### src/rtl/clip_fade_gain_mix_defines.svh
// Assertion macros used by the RTL of the clip fade gain mixer.
// They expect i_clk and i_rst_n in the scope where they are used.
`ifndef CLIP_FADE_GAIN_MIX_DEFINES_SVH
`define CLIP_FADE_GAIN_MIX_DEFINES_SVH

// The consequent must hold in the same cycle as the antecedent.
`define CFGM_ASSERT_IMPLY(lbl, ante, cons, msg) \
    lbl: assert property (@(posedge i_clk) disable iff (!i_rst_n) \
        (ante) |-> (cons)) else $error(msg);

// The consequent must hold in the cycle after the antecedent.
`define CFGM_ASSERT_NEXT(lbl, ante, cons, msg) \
    lbl: assert property (@(posedge i_clk) disable iff (!i_rst_n) \
        (ante) |=> (cons)) else $error(msg);

`endif

### src/rtl/cfgm_scale.sv
`default_nettype none
// Two-stage fixed-point scaler: product, then round half up and drop FRAC bits.
module cfgm_scale #(
    parameter int WM   = 24,
    parameter int WF   = 16,
    parameter int FRAC = 12,
    parameter int WO   = 28
) (
    input  wire logic          i_clk,
    input  wire logic [1:0]    i_en,
    input  wire logic [WM-1:0] i_m,
    input  wire logic [WF-1:0] i_f,
    output logic      [WO-1:0] o_m
);
    localparam int WP = WM + WF;
    localparam logic [WP-1:0] HALF = {{(WP-1){1'b0}}, 1'b1} << (FRAC - 1);

    logic [WP-1:0] r_prod;
    logic [WO-1:0] r_out;
    logic [WP-1:0] w_sum;

    assign w_sum = r_prod + HALF;

    always_ff @(posedge i_clk) begin
        if (i_en[0]) begin
            r_prod <= WP'(i_m) * WP'(i_f);
        end
        if (i_en[1]) begin
            r_out <= w_sum[FRAC +: WO];
        end
    end

    assign o_m = r_out;

endmodule
`default_nettype wire
### config.mk
export PLATFORM = sky130hd
export DESIGN_NAME = cfgm_scale
export DESIGN_NICKNAME = d
export VERILOG_FILES = /design/src/rtl/clip_fade_gain_mix_defines.svh /design/src/rtl/cfgm_scale.sv
export SDC_FILE = /design/constraint.sdc
export NUM_CORES = 1
export LEC_CHECK = 0
export BUFFER_PORTS_ARGS = -buffer_cell sky130_fd_sc_hd__buf_2
export CORE_MARGIN = 8
export CORE_UTILIZATION = 32
export CTS_CLUSTER_DIAMETER = 30
export CTS_CLUSTER_SIZE = 40
export DETAILED_ROUTE_END_ITERATION = 7
export SETUP_SLACK_MARGIN = 0.4
export SLEW_MARGIN = 5
export SYNTH_ARGS = -nofsm -noshare
export SYNTH_HDL_FRONTEND = slang
export SYNTH_SLANG_ARGS = --single-unit
### constraint.sdc
create_clock -name i_clk -period 16.95 [get_ports i_clk]
set_clock_uncertainty 0.15 [all_clocks]
set_input_delay 2.5425 -clock i_clk [delete_from_list [all_inputs] [get_ports i_clk]]
set_output_delay 2.5425 -clock i_clk [all_outputs]
set_load 0.01 [all_outputs]
# Word-level counts from Yosys, hierarchy flattened
# Cells that the tools add are included.
# totals
input_bits,43
ff_bits,68
wordCells,4
# classes
n_mul,1
add_sub_neg,1
# ops
op,count
40-bit by 12-bit adder with 40-bit output (second input constant),1
24-bit by 16-bit multiplier with 40-bit output,1

# Longest topological paths before layout
# depth
depth_word,1
depth_mapped,22
ltp_nobuf,21

# Least setup slack after synthesis
# Ideal clock, no wire load.
# synth_path
path_kind,input-to-reg
from,input port i_f[1]
to,register r_prod[36] (data pin)
t_arrival_ns,7.921
slack_ns,8.623
required_ns,16.544
stages,20
setup_ns,0.256
cell_sequence,clkbuf_1 -> nand2_1 -> fa_1 -> fa_1 -> fa_1 -> inv_1 -> fa_1 -> fa_1 -> inv_1 -> fa_1 -> inv_1 -> ha_1 -> buf_6 -> a21o_1 -> a21o_1 -> a211oi_2 -> a21oi_2 -> a21bo_1 -> or4_1 -> and4b_1
# synth_via
elab_chain_cells,1
# synth_rtl
item,line_no,rtl
start: declaration,cfgm_scale.sv:12,"input wire logic [WF-1:0] i_f,"
24-bit by 16-bit multiplier with 40-bit output,cfgm_scale.sv:26,r_prod <= WP'(i_m) * WP'(i_f);
end signal: assignment,cfgm_scale.sv:26,
end: declaration,cfgm_scale.sv:18,logic [WP-1:0] r_prod;
# Every way passes these cells.
# A chain may end at the register's enable or synchronous reset.

# Worst setup path after layout
# layout_path
from,input port i_f[2]
to,register r_prod[36] (data pin)
# The elaborated chain is that of the path after synthesis.

==> flow_summary.json <==
{
  "ys.flop_type": "edfxtp_1",
  "crit_arrival_ps": 8490,
  "fillers": 4597,
  "r2r-end": "o_m[27]$_DFFE_PP_",
  "finalHoldViolCount": 0,
  "grt.overflow.total": 0,
  "reg2reg_setup_slack_ps": 14760,
  "reg2regPathDepth": 7,
  "drtIter0Drc": 542,
  "path_class": "in2reg",
  "synthArstFlopShare": 0,
  "path_clk_slew_ps": 50,
  "synthDistinctLibCells": 49,
  "cts.repair.resized": 0,
  "firstDrtPassIters": 5,
  "wire_per_inst_um": 16.5,
  "grt_pass1_wl_mm": 60.3,
  "slowest_delay_ps": 580,
  "layout_min_cycle_time_ps": 8570,
  "crit_path_end_kind": "register",
  "cp.required_ps": 16870,
  "fp-row-count": 77,
  "hold_buffers": 0,
  "fin_nets": 2030,
  "grt_pass1_vias": 11500,
  "hold_end": "o_m[27]$_DFFE_PP_",
  "initial_utilization": 0.325,
  "drv_cap": 0,
  "die_area_um2": 52100,
  "synthTopCellsByCount": "inv_1, fa_1, nand2_1, and2_1, ha_1",
  "worstSetupStartpoint": "i_f[2]",
  "synthesis.area_um2": 14400,
  "fmax_mhz": 117,
  "hold_path_class": "reg2reg",
  "min_period_over_period": 0.506,
  "drc_errors": 0,
  "synth-seq-cells": 57,
  "path_cells": "buf_2 > nand2_1 > fa_1 > fa_1 > fa_1 > fa_1 > inv_1 > fa_1 > fa_1 > ha_1 > a21oi_1 > o211ai_1 > a211oi_2 > a21oi_2 > a21bo_1 > or4_1 > and4b_1",
  "rsz0062_at_grt": "no",
  "min_from": "r_prod[39]$_DFFE_PP_",
  "cts_tree": "done",
  "hold_depth": 1,
  "outcome": "finished, final reports clean",
  "post_cts_buffers": 0,
  "drive_gt1_frac": 0.0558,
  "setup_viol": 0,
  "gp_congestion": 0.838,
  "synth_cells": 1560,
  "syn2layout_area_growth_pct": 8.04,
  "clkLatencyLatePin_ps": 310,
  "insertedDiodeCount": 0,
  "dp_hpwl_mm": 28.6,
  "start_kind": "input pin",
  "drt-vias-per-instance": 4.78,
  "cts_made_buffers": 9,
  "die_width_um": 228,
  "avgSynthCellArea_um2": 9.24,
  "yosysTopAreaCell": "fa_1",
  "tightest_slew_ps": 615,
  "timing.setup.tns_ps": 0,
  "cp_slowest_cell": "fa_1",
  "synth.most_common_cell": "inv_1",
  "yosysSeqAreaShare": 0.119,
  "antenna_left": 0,
  "vias": 10400,
  "antenna_found_initial": 0,
  "io_pins": 71,
  "io_buffers": 70,
  "cts.sinks": 57,
  "yosys_warnings": 0,
  "netlist_top_cells_area": "fa_1, edfxtp_1, ha_1",
  "slew_headroom": 0.590,
  "yosysTopAreaCellShare": 0.424,
  "worst_path_most_repeated_cell": "fa_1",
  "reg2reg_from": "r_prod[12]$_DFFE_PP_",
  "clk_path_buf_depth": 2,
  "cts_root_buffer": "clkbuf_16",
  "grtUsageTotal": 0.141,
  "coreArea_um2": 44300,
  "drv_slew": 0,
  "wl_mm": 35.8,
  "ctsHtreeMaxLevel": 3,
  "grt_start_max_net_pins": 30,
  "synth-edff-count": 57,
  "die_y_um": 228,
  "syn-num-nets": 2018,
  "path_max_fanout": 24
}
[state kept, by name, summed over array words and instances (netlist names)]
name,cells
o_m,28
r_prod,29
[worst max-delay path by stage]
stage | endpoint | cells after the start
floorplan | r_prod[36]$_DFFE_PP_ | 20
CTS | r_prod[36]$_DFFE_PP_ | 18
global placement | r_prod[36]$_DFFE_PP_ | 18
finish | r_prod[36]$_DFFE_PP_ | 17
detailed placement | r_prod[36]$_DFFE_PP_ | 18
global route | r_prod[36]$_DFFE_PP_ | 18
[per-stage QoR]
stage | hold slack, ps | cells | setup WS [ps] | utilization | instance area [um^2]
after floorplan | 377 | 1560 | 8620 | - | 14400
after global placement | 397 | 2153 | 8140 | 0.344 | 15200
after detailed placement | 397 | 2153 | 8110 | 0.344 | 15200
after CTS | 409 | 2169 | 8430 | 0.351 | 15600
after global routing | 423 | 2169 | 8120 | 0.351 | 15600
final | 403 | 2169 | 8380 | 0.351 | 15600
[logic make-up (layout without fill, tap and decap cells)]
group                      after synthesis  after routing  share of synthesized area
DFF                                     57             57                      0.119
and+or+nand+nor                        505            505                      0.169
AOI/OAI and AO/OA                      114            114                     0.0507
xor gates and xnor gates                57             57                     0.0346
buffers and inverters                  412            429                      0.108
adders and majority gates              415            415                      0.519
[cell usage in the layout (no fill, tap or decap), types with 3 or more instances in the layout]
cell / instances
o31ai_1: 3
a211oi_1: 4
nand4_1: 16
edfxtp_1: 57
o211ai_1: 6
o21bai_1: 5
bufinv_16: 3
ha_1: 110
nor3_1: 10
a31oi_1: 4
xor2_1: 19
clkbuf_16: 9
o21ai_0: 20
a21o_1: 16
nand3_1: 18
and2_1: 154
buf_2: 70
and3_1: 10
nor2_1: 16
a21oi_1: 39
fa_1: 305
xnor2_1: 38
nand2_1: 266
inv_1: 343
[critical path, delay by kind of cell]
family | cells | cell delay [ps]
AOI/OAI and AO/OA | 5 | 1250
and+or+nand+nor | 3 | 820
buffers and inverters | 2 | 500
adders and majority gates | 7 | 3370
[routing by layer]
layer | routed length (um) | global-route usage | part of all wire
met3 | 2050 | 0.0243 | 0.057
met4 | 484 | 0.0267 | 0.014
met5 | 0 | 0 | 0
met1 | 16600 | 0.191 | 0.46
met2 | 16700 | 0.234 | 0.47
[final cells by class]
type                            count  area (um^2)  share of cell area
Inverter                          343         1290              0.0827
Clock buffer                       10          229              0.0147
Sequential cell                    57         1710               0.110
Multi-Input combinational cell   1091        11100               0.716
Tap cell                          592          741              0.0476
Timing Repair Buffer               70          350              0.0225
Clock inverter                      6          106             0.00683
Power is left out: the tool's default activity adds up to more than one toggle a clock period on the data nets, which glitch-free logic cannot reach.
