==> src/rtl/clip_fade_gain_mix_defines.svh <==
// Assertion macros used by the RTL of the clip fade gain mixer.
// They expect i_clk and i_rst_n in the scope where they are used.
`ifndef CLIP_FADE_GAIN_MIX_DEFINES_SVH
`define CLIP_FADE_GAIN_MIX_DEFINES_SVH

// The consequent must hold in the same cycle as the antecedent.
`define CFGM_ASSERT_IMPLY(lbl, ante, cons, msg) \
    lbl: assert property (@(posedge i_clk) disable iff (!i_rst_n) \
        (ante) |-> (cons)) else $error(msg);

// The consequent must hold in the cycle after the antecedent.
`define CFGM_ASSERT_NEXT(lbl, ante, cons, msg) \
    lbl: assert property (@(posedge i_clk) disable iff (!i_rst_n) \
        (ante) |=> (cons)) else $error(msg);

`endif

==> src/rtl/cfgm_sqrt.sv <==
`default_nettype none
// Pipelined digit-by-digit square root of lin * 2^R, one root bit per stage.
module cfgm_sqrt #(
    parameter int R = 16
) (
    input  wire logic       i_clk,
    input  wire logic [R:0] i_en,
    input  wire logic [R:0] i_lin,
    input  wire logic       i_act,
    output logic      [R:0] o_root,
    output logic      [R:0] o_lin,
    output logic            o_act
);
    localparam int RW = R + 4;

    logic [RW-1:0] r_rem  [R+1];
    logic [R:0]    r_root [R+1];
    logic [R:0]    r_lin  [R+1];
    logic          r_act  [R+1];

    for (genvar i = 0; i <= R; i++) begin : g_stage
        localparam int B = R - i;
        logic [RW-1:0]  w_remin;
        logic [R:0]     w_rootin;
        logic [R:0]     w_linin;
        logic           w_actin;
        logic [2*R+1:0] w_x;
        logic [RW-1:0]  w_sh;
        logic [RW-1:0]  w_trial;
        logic           w_ge;

        if (i == 0) begin : g_first
            assign w_remin  = '0;
            assign w_rootin = '0;
            assign w_linin  = i_lin;
            assign w_actin  = i_act;
        end else begin : g_next
            assign w_remin  = r_rem[i-1];
            assign w_rootin = r_root[i-1];
            assign w_linin  = r_lin[i-1];
            assign w_actin  = r_act[i-1];
        end

        assign w_x     = {1'b0, w_linin, {R{1'b0}}};
        assign w_sh    = {w_remin[RW-3:0], w_x[2*B+1 -: 2]};
        assign w_trial = {1'b0, w_rootin, 2'b01};
        assign w_ge    = (w_sh >= w_trial);

        always_ff @(posedge i_clk) begin
            if (i_en[i]) begin
                r_rem[i]  <= w_ge ? (w_sh - w_trial) : w_sh;
                r_root[i] <= {w_rootin[R-1:0], w_ge};
                r_lin[i]  <= w_linin;
                r_act[i]  <= w_actin;
            end
        end
    end

    assign o_root = r_root[R];
    assign o_lin  = r_lin[R];
    assign o_act  = r_act[R];

endmodule
`default_nettype wire

==> config.mk <==
export PLATFORM = sky130hd
export DESIGN_NAME = cfgm_sqrt
export DESIGN_NICKNAME = d
export VERILOG_FILES = /design/src/rtl/clip_fade_gain_mix_defines.svh /design/src/rtl/cfgm_sqrt.sv
export SDC_FILE = /design/constraint.sdc
export NUM_CORES = 1
export LEC_CHECK = 0
export BUFFER_PORTS_ARGS = -buffer_cell sky130_fd_sc_hd__buf_2
export CAP_MARGIN = 20
export CORE_MARGIN = 2
export CORE_UTILIZATION = 35
export CTS_CLUSTER_DIAMETER = 80
export DETAILED_ROUTE_END_ITERATION = 10
export PLACE_DENSITY = 0.48
export SLEW_MARGIN = 0
export SYNTH_ARGS = -nofsm -noshare
export SYNTH_HDL_FRONTEND = slang
export SYNTH_SLANG_ARGS = --single-unit
==> constraint.sdc <==
create_clock -name i_clk -period 3.2 [get_ports i_clk]
set_clock_uncertainty 0.1 [all_clocks]
set_input_delay 0.16 -clock i_clk [delete_from_list [all_inputs] [get_ports i_clk]]
set_output_delay 0.16 -clock i_clk [all_outputs]
set_load 0.02 [all_outputs]
; ---- After elaboration in Yosys (flattened, before gate mapping)
; Memory sizes are Yosys's and may differ from the RTL's.
; Cells that the tools add are included.
[word_totals]
reg_bits = 0
mem_bits_rw = 935
input_bits = 36
output_inout_bits = 35
elab_cells = 89
mem_count = 4
[classes]
add_sub_neg = 17
magnitude_cmp = 17
mux = 51
[memory_table]
columns = memory, words, word_bits, rd, rd_clocked_by_memory_dff, wr, line_no
row1 = r_rem, 17, 20, 16, 0, 17, cfgm_sqrt.sv:16  ; logic [RW-1:0] r_rem [R+1];
row2 = r_lin, 17, 17, 17, 0, 17, cfgm_sqrt.sv:18  ; logic [R:0] r_lin [R+1];
row3 = r_root, 17, 17, 17, 0, 17, cfgm_sqrt.sv:17  ; logic [R:0] r_root [R+1];
row4 = r_act, 17, 1, 17, 0, 17, cfgm_sqrt.sv:19  ; logic r_act [R+1];
[op_table]
columns = op, count
row1 = $mux W20, 17
row2 = $ge A20 B19 Y1, 16
row3 = $sub A20 B19 Y20, 16
row4 = $mux W1, 34
row5 = $sub A1 B1 Y2 const B, 1
row6 = $ge A1 B1 Y1 const B, 1

; ---- Longest topological paths before layout
; An unclocked memory read counts as a cell.
[logic_depth]
ltp_word = 3
depth_mapped = 11
ltp_nobuf = 10

; ---- Worst setup path before layout
; Ideal clock, no wire load.
[synth_path]
kind = register -> register
from = memory r_rem[0][241] (netlist name)
to = memory r_rem[0][263] (netlist name), data pin
setup_time_ns = 0.260
t_arrival_ns = 2.848
required_ns = 2.840
slack_ns = -0.008
stages_incl_launch_ff = 11
path_buffers = 1
synth_period_minus_slack_ns = 3.208
cell_sequence = edfxtp_1 > inv_1 > ha_1 > fa_1 > a211oi_1 > o21ai_0 > a211oi_1 > o31ai_1 > a211oi_2 > buf_2 > mux2_2
[synth_lines]
columns = item, line_no
row1 = start: declaration, cfgm_sqrt.sv:16

==> impl_summary.txt <==
----------------------------------------------------
[Status]
  Outcome ... finished clean

[Detailed routing]
  DR pass1 iterations ... 5
  Vias per std cell ... 4.81
  Routed WL ... 56300 um
  Drc violations ... 0
  Total via count after detailed routing ... 17500
  Wirelength per Cell ... 15.4 um
  Starting DRC count in detailed routing ... 929
  Antenna Violating Nets Remaining ... 0

[Cells and area]
  Antenna cells ... 0
  Final net count ... 2620
  Area added between synthesis and finish ... 16.2%
  Area of all placed cells without fillers ... 36100 sq um
  Share of post-route cells with drive strength above 1 ... 12.2%

[CTS]
  Max Buffers Root-to-Sink ... 3
  TritonCTS clock tree ... yes
  Count of clock tree sinks ... 699
  Clk_lat worst skew ... 0.62 ns
  Clk slew on worst S/H paths ... 0.06 ns
  Clk root buf ... sky130_fd_sc_hd__clkbuf_16
  Number of H-tree levels ... 3
  Number of buffers created by CTS ... 78

[Logic synthesis]
  Portion of synthesized cell area occupied by the leading cell type ... 67.6%
  Nets in the synthesized netlist ... 2405
  Avg Inst Size Synth ... 14.1 sq um
  Main combinational cell family by area after synthesis ... compound AO/OA/AOI/OAI gates
  Fraction of synthesized area in multiplexers ... 1.40%
  Synthesized area ... 31100 sq um
  Top post-synthesis cells by count ... sky130_fd_sc_hd__edfxtp_1 (699), sky130_fd_sc_hd__inv_1 (189), sky130_fd_sc_hd__ha_1 (155)
  Synth Instances ... 2207
  EDFF count, synth ... 699
  Adder and majority gate portion of the synthesized area ... 6.70%
  Share of the synthesized netlist area taken by xor and xnor gates ... 4.71%
  Area fraction in compound gates after synthesis ... 8.51%
  FF+latch count, synth ... 699
  Number of warnings printed during yosys synthesis ... 0
  Leading cell types by total area after synthesis ... sky130_fd_sc_hd__edfxtp_1 (68%), sky130_fd_sc_hd__ha_1 (6.2%), sky130_fd_sc_hd__xnor2_1 (2.4%)
  Async S/R FF share, synth ... 0%
  Cell taking the most area after synthesis ... sky130_fd_sc_hd__edfxtp_1
  Synth cell types ... 77
  Register area share after synthesis ... 67.6%
  Flip-flop cell with the highest count after synthesis ... sky130_fd_sc_hd__edfxtp_1
  Post-synthesis simple-gate area fraction ... 8.38%
  Most instantiated library cell after synthesis ... sky130_fd_sc_hd__edfxtp_1

[Timing]
  Final Slew Violations ... 0
  Actual transition at the worst max-transition pin ... 0.982 ns
  Hold Fails Final Rpt ... 0
  Maximum achievable frequency ... 323 MHz
  Slew Limit Headroom ... 34.6%
  Aggregate negative setup slack ... 0 ns
  Post-route fraction of the period consumed by the critical path ... 96.6%
  Setup repair after global routing missed its margin ... false
  Worst slack on hold paths ... 0.0914 ns
  Setup violations, final ... 0
  Final min period ... 3.09 ns

[Global routing]
  Wire length of the first global-routing pass ... 92900 um
  Layer with the highest usage ... met2
  Aggregate global-route resource usage ... 12.6%
  Global routing usage on met1 ... 14.3%
  Largest net degree at the start of global routing ... 51
  Antenna violations before repair ... 1
  GR met3 Demand/Resource ... 2.43%
  Total grt overflow ... 0
  Vias in the first global route ... 18200
  Global routing met2 resource utilization ... 23.1%

[Die]
  Height of the die ... 302 um
  Area enclosed by the die boundary ... 91100 sq um
  Count of pins on the block boundary ... 71
  Chip width ... 302 um
  Area inside the core boundary ... 88100 sq um
  Starting utilization of the core area ... 35.3%
  Floorplan row count ... 109

[Hold path]
  Worst hold path class ... in -> reg

[Worst setup path]
  Critical path, cell by cell ... ha_1 -> fa_1 -> a211oi_2 -> o21ai_0 -> a211oi_2 -> o31ai_1 -> a211oi_2 -> buf_4 -> mux2_2
  Critical path's top delay family ... compound AO/OA/AOI/OAI gates
  CP max stage cell ... sky130_fd_sc_hd__fa_1
  CP Launch Type ... register
  Worst-path fanout max ... 12
  Number of buffers and inverters on the critical path ... 1
  Crit path largest cell delay ... 0.42 ns
  Critical setup path kind ... reg -> reg
  Crit path capture type ... register
  Critical Path AT ... 3.34 ns
  Required time of the worst setup path ... 3.45 ns
  Most prevalent standard cell on the critical path ... sky130_fd_sc_hd__a211oi_2

[Power and ir drop]
  Worst IR Drop VDD ... 0.374 mV
  Switching component of the power ... 5660 uW
  Proportion of total power due to net switching ... 24.7%
  Share of total power in sequential cells ... 51.0%
  Share of power burned in the clock network ... 35.9%
  P_leak ... 0.0134 uW
  Design internal power ... 17300 uW
  Total power draw ... 22900 uW
  Share of total power in combinational logic ... 13.1%
  Pwr per Cell Area ... 636 nW/um^2

[Placed design]
  Final estimated routing congestion in global placement ... 0.808
  Placed instance area ... 33200 sq um
  Detailed Place HPWL ... 40800 um
  Count of port buffers added during placement ... 70

[Flow run]
  Max-capacitance violation count ... 0

----------------------------------------------------
-- state kept, by name, summed over array words and instances (netlist names) --
register / cells
r_root: 139
r_lin: 279
r_rem: 264
r_act: 17
-- cell usage in the layout (no fill, tap or decap), types with 19 or more instances in the layout --
cell / n
sky130_fd_sc_hd__a21o_1: 41
sky130_fd_sc_hd__a21oi_1: 87
sky130_fd_sc_hd__buf_2: 70
sky130_fd_sc_hd__buf_4: 51
sky130_fd_sc_hd__clkbuf_1: 19
sky130_fd_sc_hd__clkbuf_16: 78
sky130_fd_sc_hd__clkinv_1: 21
sky130_fd_sc_hd__dlygate4sd3_1: 29
sky130_fd_sc_hd__edfxtp_1: 699
sky130_fd_sc_hd__ha_1: 155
sky130_fd_sc_hd__inv_1: 189
sky130_fd_sc_hd__mux2_2: 36
sky130_fd_sc_hd__nand2_1: 143
sky130_fd_sc_hd__nand2b_1: 25
sky130_fd_sc_hd__nand3_1: 21
sky130_fd_sc_hd__nor2_1: 102
sky130_fd_sc_hd__nor2b_1: 20
sky130_fd_sc_hd__nor3_1: 62
sky130_fd_sc_hd__nor4_1: 28
sky130_fd_sc_hd__o21a_1: 30
sky130_fd_sc_hd__o21ai_0: 128
sky130_fd_sc_hd__o31ai_1: 20
sky130_fd_sc_hd__or3_1: 24
sky130_fd_sc_hd__xnor2_1: 86
sky130_fd_sc_hd__xor2_1: 81
-- cell families (layout without fill, tap and decap cells) --
kind of cell / after synthesis / after routing
mux: 39 / 39
buf+inv: 218 / 489
compound gates: 413 / 413
xor+xnor: 167 / 167
simple gates: 508 / 508
other cells: 1 / 1
fa+ha+maj: 162 / 162
flops: 699 / 699
-- power by group through the flow --
| stage | Clock (uW) | Sequential [uW] | Combinational, uW |
|---|---|---|---|
| floorplan | 0 | 11700 | 2090 |
| finish | 8230 | 11700 | 3010 |
| CTS | 8540 | 11700 | 3000 |
| detailed placement | 0 | 11900 | 2950 |
| global placement | 0 | 11900 | 2880 |
| global route | 8900 | 11800 | 3410 |
-- per-stage QoR --
| step | setup slack [ns] | instances | util (%) |
|---|---|---|---|
| floorplan | 0.0144 | 2207 | - |
| global placement | 0.0284 | 3468 | 37.7 |
| detailed placement | -0.0376 | 3468 | 37.7 |
| CTS | 0.00206 | 3624 | 40.6 |
| global route | 0.00339 | 3643 | 41.0 |
| finish | 0.108 | 3643 | 41.0 |
-- final timing paths --
| path | from | endpoint | slack, ns | depth (start not counted) |
|---|---|---|---|---|
| worst max-delay path | r_rem[0][240] | r_rem[0][263] | 0.11 | 9 |
| worst min-delay path | i_en[16] | r_lin[2][9] | 0.09 | 1 |
| worst max register to register | r_rem[0][240] | r_rem[0][263] | 0.11 | 9 |
| worst min register to register | r_lin[0][78] | r_lin[0][95] | 0.31 | 0 |
-- layout make-up --
type,instances,area [sq um]
Fill cell,8125,52000
Sequential cell,699,21000
Multi-Input combinational cell,1290,9290
Clock buffer,97,2020
Tap cell,1165,1460
Timing Repair Buffer,163,1270
Inverter,190,713
Clock inverter,39,340
-- repair_timing --
action | in CTS | in global routing
setup buffers | 0 | 1
pin swaps | 0 | 3
hold endpoints to repair | 55 | 61
gates resized for setup | 1 | 13
endpoints found under the setup margin | 4 | 37
hold buffers | 20 | 9
-- routing by layer --
metal	vias to the layer above	routed length, um
li1	8689	-
met1	8440	23400
met2	259	29000
met3	135	1760
met4	2	2150
met5	-	7
(Power assumes the default switching activity.)
