===== src/rtl/clip_fade_gain_mix_defines.svh =====
// Assertion macros used by the RTL of the clip fade gain mixer.
// They expect i_clk and i_rst_n in the scope where they are used.
`ifndef CLIP_FADE_GAIN_MIX_DEFINES_SVH
`define CLIP_FADE_GAIN_MIX_DEFINES_SVH

// The consequent must hold in the same cycle as the antecedent.
`define CFGM_ASSERT_IMPLY(lbl, ante, cons, msg) \
    lbl: assert property (@(posedge i_clk) disable iff (!i_rst_n) \
        (ante) |-> (cons)) else $error(msg);

// The consequent must hold in the cycle after the antecedent.
`define CFGM_ASSERT_NEXT(lbl, ante, cons, msg) \
    lbl: assert property (@(posedge i_clk) disable iff (!i_rst_n) \
        (ante) |=> (cons)) else $error(msg);

`endif


===== src/rtl/cfgm_pkg.sv =====
`default_nettype none
package cfgm_pkg;

    localparam int LEN_WIDTH     = 24;
    localparam int GAIN_WIDTH    = 16;
    localparam int MIX_WIDTH     = 32;
    localparam int REG_IDX_WIDTH = 3;

    localparam logic [GAIN_WIDTH-1:0]       GAIN_RESET = 16'd4096;
    localparam logic signed [MIX_WIDTH-1:0] MIX_MAX    = 32'sh7FFF_FFFF;
    localparam logic signed [MIX_WIDTH-1:0] MIX_MIN    = 32'sh8000_0000;

    typedef enum logic [REG_IDX_WIDTH-1:0] {
        REG_CLIP_START     = 3'd0,
        REG_CLIP_END       = 3'd1,
        REG_FADE_IN_LEN    = 3'd2,
        REG_FADE_OUT_LEN   = 3'd3,
        REG_FADE_IN_CURVE  = 3'd4,
        REG_FADE_OUT_CURVE = 3'd5,
        REG_CLIP_GAIN      = 3'd6,
        REG_TRACK_GAIN     = 3'd7
    } t_reg_idx;

endpackage
`default_nettype wire


===== src/rtl/cfgm_div.sv =====
`default_nettype none
// Pipelined restoring divider: q = floor(num * 2^R / len), one quotient bit per stage.
module cfgm_div #(
    parameter int R = 16
) (
    input  wire logic                            i_clk,
    input  wire logic [R:0]                      i_en,
    input  wire logic [cfgm_pkg::LEN_WIDTH-1:0]  i_len,
    input  wire logic [cfgm_pkg::LEN_WIDTH-1:0]  i_num,
    input  wire logic                            i_act,
    output logic      [R:0]                      o_q,
    output logic                                 o_act
);
    import cfgm_pkg::*;

    logic [LEN_WIDTH:0] r_p   [R+1];
    logic [R:0]         r_q   [R+1];
    logic               r_act [R+1];

    for (genvar i = 0; i <= R; i++) begin : g_stage
        localparam int B = R - i;
        logic [LEN_WIDTH:0] w_pin;
        logic [R:0]         w_qin;
        logic [R:0]         w_q;
        logic               w_actin;
        logic               w_ge;

        if (i == 0) begin : g_first
            assign w_pin   = {1'b0, i_num};
            assign w_qin   = '0;
            assign w_actin = i_act;
        end else begin : g_next
            assign w_pin   = {r_p[i-1][LEN_WIDTH-1:0], 1'b0};
            assign w_qin   = r_q[i-1];
            assign w_actin = r_act[i-1];
        end

        assign w_ge = (w_pin >= {1'b0, i_len});

        always_comb begin
            w_q    = w_qin;
            w_q[B] = w_ge;
        end

        always_ff @(posedge i_clk) begin
            if (i_en[i]) begin
                r_p[i]   <= w_ge ? (w_pin - {1'b0, i_len}) : w_pin;
                r_q[i]   <= w_q;
                r_act[i] <= w_actin;
            end
        end
    end

    assign o_q   = r_q[R];
    assign o_act = r_act[R];

endmodule
`default_nettype wire


===== config.mk =====
export PLATFORM = sky130hd
export DESIGN_NAME = cfgm_div
export DESIGN_NICKNAME = d
export VERILOG_FILES = /design/src/rtl/clip_fade_gain_mix_defines.svh /design/src/rtl/cfgm_pkg.sv /design/src/rtl/cfgm_div.sv
export SDC_FILE = /design/constraint.sdc
export NUM_CORES = 2
export LEC_CHECK = 0
export ABC_CLOCK_PERIOD_IN_PS = 5100
export BUFFER_PORTS_ARGS = -buffer_cell sky130_fd_sc_hd__clkbuf_2
export CELL_PAD_IN_SITES_DETAIL_PLACEMENT = 0
export CELL_PAD_IN_SITES_GLOBAL_PLACEMENT = 2
export CORE_ASPECT_RATIO = 0.6
export CORE_MARGIN = 8
export CORE_UTILIZATION = 45
export DETAILED_ROUTE_END_ITERATION = 10
export PLACE_DENSITY = 0.94
export SETUP_SLACK_MARGIN = 0.02
export SLEW_MARGIN = 40
export SYNTH_ARGS = -nofsm -noshare
export SYNTH_HDL_FRONTEND = slang
export SYNTH_SLANG_ARGS = --single-unit

===== constraint.sdc =====
create_clock -name i_clk -period 5.1 [get_ports i_clk]
set_input_delay 0.255 -clock i_clk [delete_from_list [all_inputs] [get_ports i_clk]]
set_output_delay 0.255 -clock i_clk [all_outputs]
set_load 0.01 [all_outputs]

[Word-level counts from Yosys, hierarchy flattened]
Memory sizes are Yosys's and may differ from the RTL's.
Index checks and enable logic that the tools add are counted.
Storage, ports and cells
  flip-flop bits (word level): 0
  memory bits (writable): 731
  bits of input ports: 67
  output and inout bits: 18
  logic and storage cells: 88
  memories: 3
Cells by class
  add/subtract/negate cells: 17
  magnitude comparators: 17
  mux-type cells: 51
Memory list
  r_p: words 17, bits a word 25, read ports 16, clocked after memory_dff 0, write ports 17, line cfgm_div.sv:16  | logic [LEN_WIDTH:0] r_p [R+1];
  r_q: words 17, bits a word 17, read ports 17, clocked after memory_dff 0, write ports 17, line cfgm_div.sv:17  | logic [R:0] r_q [R+1];
  r_act: words 17, bits a word 1, read ports 17, clocked after memory_dff 0, write ports 17, line cfgm_div.sv:18  | logic r_act [R+1];
Operator list (number)
  2-to-1 mux 25 bit: 17
  >= comparator 25 x 24 -> 1 bit: 16
  subtractor 25 x 24 -> 25 bit: 16
  2-to-1 mux 1 bit: 34
  subtractor 24 x 24 -> 25 bit: 1
  >= comparator 24 bit: 1

[Depth between registers and ports, before layout]
An unclocked memory read counts as a cell.
  word-level depth: 3
  mapped depth: 13
  mapped depth without buffers: 12

[Least setup slack after synthesis]
OpenSTA, ideal clock, no wires.
  path type: input to register
  start: input i_len[1] in the netlist's numbering
  end: memory r_p[0][132] in the netlist's numbering, data pin
  setup time: 0.260 ns
  arrival time: 3.068 ns
  required time: 4.840 ns
  slack: 1.772 ns
  stages on the path: 13
  path buffers: 2
  cell sequence: inv_1 > ha_1 > nor2b_1 > o31a_1 > o31ai_2 > a21oi_1 > nor3_2 > o21ai_1 > a2111oi_1 > o21a_1 > buf_6 > buf_8 > mux2_2
RTL lines
  from (decl): line cfgm_div.sv:8  | input wire logic [cfgm_pkg::LEN_WIDTH-1:0] i_len,
  to (decl): line cfgm_div.sv:16

==> impl_summary.md <==
Global route
The global-route wire length before repair is 176000 um. The fraction of met2 tracks used by global routing is 28.1%. The met1 track demand over resource in global routing is a little under two fifths. The via count of the first global-routing pass is 28100.

Global routing consumed, on the met3 layer, 6.64% of the routing resources. The busiest layer in global routing is met1. The largest net degree at the start of global routing is 47. The initial antenna violation count came to 4. The global-route congestion overflow total is 0. Global routing used a little under a quarter of the available tracks across all layers.

Synth
The count of flip-flops with a built-in enable after synthesis is roughly 550. After Yosys synthesis, and, or, nand and nor cells account for 11.9% of the synthesized area. After synthesis, the largest family of logic cells by area is compound AO/OA/AOI/OAI gates. The most instantiated flip-flop cell in the synthesis netlist is sky130_fd_sc_hd__edfxtp_1. For this run, the register share of the synthesized area comes to 41.4%. The mean instance size in the synthesized netlist is 10.4 sq um.

The leading area contributor after synthesis is sky130_fd_sc_hd__edfxtp_1. The mux contribution to synthesized area is 5.84%. Ranked by total cell area, the synthesized netlist is headed by sky130_fd_sc_hd__edfxtp_1 (41%), sky130_fd_sc_hd__ha_1 (13%), sky130_fd_sc_hd__mux2_2 (4.8%). The number of nets handed over by synthesis was 4363.

Synthesis inferred between 500 and 600 register bits. The cell count after synthesis came out at 3873. The xor/xnor share of the synthesized area is between 6 and 7%.

The share of flip-flops with an asynchronous set or reset is 0%. Summing the areas of all compound-gate instances in the mapped netlist gives 18.8% of the synthesized area. The number of warnings reported in the yosys synthesis log is 0.

The share of synthesized cell area in full adder, half adder and majority cells is 13.5%. The fraction of synthesized cell area taken by the top area cell type is roughly two fifths. The area of the mapped netlist is 0.0402 sq mm. The unique cell type count in the Yosys netlist is 95.

Power
The maximum vdd ir drop is approximately 0.00042 V. The total power divided by cell area is 667 mW/mm^2. For this design the static power due to leakage is 0.0178 uW.

Min path
The path type of the worst min-delay path is input port to flop. The worst min-delay path endpoint is r_p[0][170]$_DFFE_PP_. The worst hold path begins at i_en[6].

The number of instances on the worst hold path is 1.

Setup path
The cell family with the largest share of critical-path delay is buffers and inverters. The count of cells along the worst register-to-register path is 10. STA classifies the critical path endpoint as a flop. The largest single stage delay on the critical path is 0.64 ns. In this run the critical register-to-register path is captured at r_p[0][233]$_DFFE_PP_. The launch point of the critical path is i_len[6]. The beginning of the worst register-to-register path is r_p[0][214]$_DFFE_PP_. Along the worst path, the maximum fanout reaches 24. The data required time of the critical path is about 5.5 ns.

The setup slack on the worst flop-to-flop path is 1.38 ns. The library cell contributing the largest single delay on the critical path is sky130_fd_sc_hd__clkinv_1. The setup path with the least slack is of type input port to flop. The buffering stage count on the worst path with inverters included is 3. The arrival time of the worst setup path is ~4.2 ns. The element type at the critical path start is an input port.

The signal on the critical path passes through clkbuf_2 -> clkinv_1 -> buf_4 -> ha_1 -> a21oi_1 -> o21ai_0 -> or3_1 -> o21ai_1 -> a21boi_1 -> or2_1 -> o31ai_2 -> nand2_2 -> mux2_2.

CTS
The clock passes through at most 3 buffers. The CTS root buffer is sky130_fd_sc_hd__clkbuf_16. Clock latency on the worst-skew pair, taken at its later pin, is 0.66 ns. The number of setup buffers added after CTS is 0. The CTS clock-pin slew for the worst setup and hold paths is approximately 0.070 ns. The number of gates resized after CTS was 0. The total clock buffers created by CTS is 56. The TritonCTS clock tree is yes. CTS saw between 500 and 600 sinks. The H-tree generated during clock tree synthesis spans 2 levels.

STA
The clock arrives with 0.0393 ns of skew. In the final timing run, aggregate negative setup slack is 0 ns. The number of max-slew violations in the final report is 0.

Setup repair after global routing left no endpoint under its margin. The final critical-path required period is 3.83 ns. The number of hold violations in the final report came to 0.

The maximum operating frequency is 261 MHz. The total of endpoints with negative setup slack in the final report is 0. The worst pin sits at a relative slew slack of 44.4%. The transition at the pin with the smallest max-transition slack is a little over 0.8 ns.

The portion of the clock cycle consumed by the worst path in the final layout is 75.0%.

Drt
Once detail routing completed, the nets flagged for antenna violations numbered 0. The detailed-routing iteration count for the pre-antenna-repair pass is 6. After detailed routing, the average wire length per cell comes to 22.4 um.

The number of remaining DRC errors is 0. The final wirelength is 118000 um. The detailed router placed 31000 vias in this run.

The post-detailed-route via-to-cell ratio is 5.90. In this run, the number of DRC markers left after iteration 0 of detailed routing was 3087.

Floorplan
The horizontal extent of the die is 402 um. The die area is approximately 0.1 sq mm. The total area inside the core boundary comes to around 0.09 sq mm. The initial utilization of the core area, before any placement, comes to 45.1%.

The number of top-level pins is 85. The number of rows created at floorplan is 85. The height of the die is 247 um.

Place
Buffers placed on the I/O ports in this run total 84. The HPWL reported at the end of detailed placement is 90700 um. The number of placed instances, taps included, is approximately 5100. The congestion estimate from routability-driven global placement came to 0.908.

Cells and area
Leaving out fill and tap cells, the most frequent cells in the layout are sky130_fd_sc_hd__edfxtp_1 (554), sky130_fd_sc_hd__ha_1 (407), sky130_fd_sc_hd__a21oi_1 (343). The number of nets in the layout is 4528. The number of filler instances in the final layout is slightly above 8000.

Relative to the synthesized area, the layout overhead comes to 10.7%. The multi-input combinational cells in the finished layout cover a total of 0.0227 sq mm. The non-filler instance count after layout is 5258. The post-route netlist has between 10 and 15% of its cells at a drive strength greater than 1. Across the whole layout, storage elements account for 0.0166 sq mm.

The leading cell type in the layout, fill and taps excluded is sky130_fd_sc_hd__edfxtp_1.

Status
The flow ran to the end, and the final reports show no timing, DRC or antenna violations.

Flow run
The tool flagged a number of max-cap violations equal to 0.
worst max-delay path by stage:
| stage | end | cells after the start |
|---|---|---|
| floorplan | r_p[0][132]$_DFFE_PP_ | 13 |
| global route | r_p[0][127]$_DFFE_PP_ | 13 |
| CTS | r_p[0][233]$_DFFE_PP_ | 10 |
| detailed placement | r_p[0][128]$_DFFE_PP_ | 13 |
| finish | r_p[0][204]$_DFFE_PP_ | 13 |
| global placement | r_p[0][305]$_DFFE_PP_ | 14 |
logic make-up after synthesis:
logic type               Yosys count
flip-flops                       554
AND/OR/NAND/NOR                  996
buffers and inverters            210
adder cells (fa/ha/maj)          423
XOR/XNOR                         293
multiplexers                     207
AO/OA/AOI/OAI                   1190
stage by stage:
stage               hold WS, ns  utilization, %  cell area (sq um)  total power (uW)  worst slack [ns]
finish                   0.0630            49.9              44500             29700              1.27
floorplan                 0.354               -              40200             20800              1.77
global route             0.0678            49.9              44500             31800              1.00
detailed placement        0.405            47.6              42400             25000             0.799
global placement          0.401            47.5              42400             24900             0.841
CTS                       0.132            49.9              44500             29500              1.43
synthesized netlist by cell type (28+ instances only):
| cell type | count |
|---|---|
| sky130_fd_sc_hd__edfxtp_1 | 554 |
| sky130_fd_sc_hd__ha_1 | 407 |
| sky130_fd_sc_hd__a21oi_1 | 344 |
| sky130_fd_sc_hd__nand2_1 | 318 |
| sky130_fd_sc_hd__o21ai_0 | 287 |
| sky130_fd_sc_hd__nor2_1 | 233 |
| sky130_fd_sc_hd__xnor2_1 | 181 |
| sky130_fd_sc_hd__mux2_2 | 172 |
| sky130_fd_sc_hd__a21o_1 | 162 |
| sky130_fd_sc_hd__inv_1 | 124 |
| sky130_fd_sc_hd__xor2_1 | 112 |
| sky130_fd_sc_hd__nand3_1 | 72 |
| sky130_fd_sc_hd__nor2b_1 | 69 |
| sky130_fd_sc_hd__nand2b_1 | 63 |
| sky130_fd_sc_hd__o21a_1 | 60 |
| sky130_fd_sc_hd__nor3_1 | 57 |
| sky130_fd_sc_hd__clkbuf_1 | 52 |
| sky130_fd_sc_hd__nand4_1 | 47 |
| sky130_fd_sc_hd__a31oi_1 | 45 |
| sky130_fd_sc_hd__o31ai_1 | 32 |
| sky130_fd_sc_hd__and3_1 | 28 |
worst register-to-register path: stages, from the launching register on:
cell and delay, ns:
sky130_fd_sc_hd__edfxtp_1 0.53, sky130_fd_sc_hd__ha_1 0.46, sky130_fd_sc_hd__and3_1 0.31, sky130_fd_sc_hd__nand2_1 0.14
sky130_fd_sc_hd__nor3_1 0.50, sky130_fd_sc_hd__a31oi_1 0.16, sky130_fd_sc_hd__o21ai_0 0.14, sky130_fd_sc_hd__or3_1 0.18
sky130_fd_sc_hd__nand2_1 0.17, sky130_fd_sc_hd__inv_2 0.47, sky130_fd_sc_hd__mux2_2 0.42
registers in the layout (all words and copies together) (netlist names):
signal  cells
r_p       384
r_q       153
r_act      17
cell type report:
type | count | share of cell area (%)
inverter | 126 | 1.06
multi-input combinational | 3109 | 51.0
antenna | 1 | 0.00562
sequential | 554 | 37.4
tap | 1174 | 3.30
timing repair buffer | 191 | 3.01
clock buffer | 62 | 3.20
clock inverter | 41 | 0.976
per-layer routing:
metal	vias to the layer above	routed length [um]
met4	2	1910
li1	15100	-
met3	117	13000
met2	1235	41000
met5	-	15
met1	14600	61700
report_power, final:
part           switching (uW)  internal (uW)
sequential               1440           7730
combinational            8940           7300
clock                    1920           2350
total                   12300          17400
what timing repair did:
item	4_1_cts	5_1_grt
endpoints found under the setup margin	0	0
endpoints found under the hold margin	24	0
hold buffers	24	0
(Power assumes the default switching activity.)
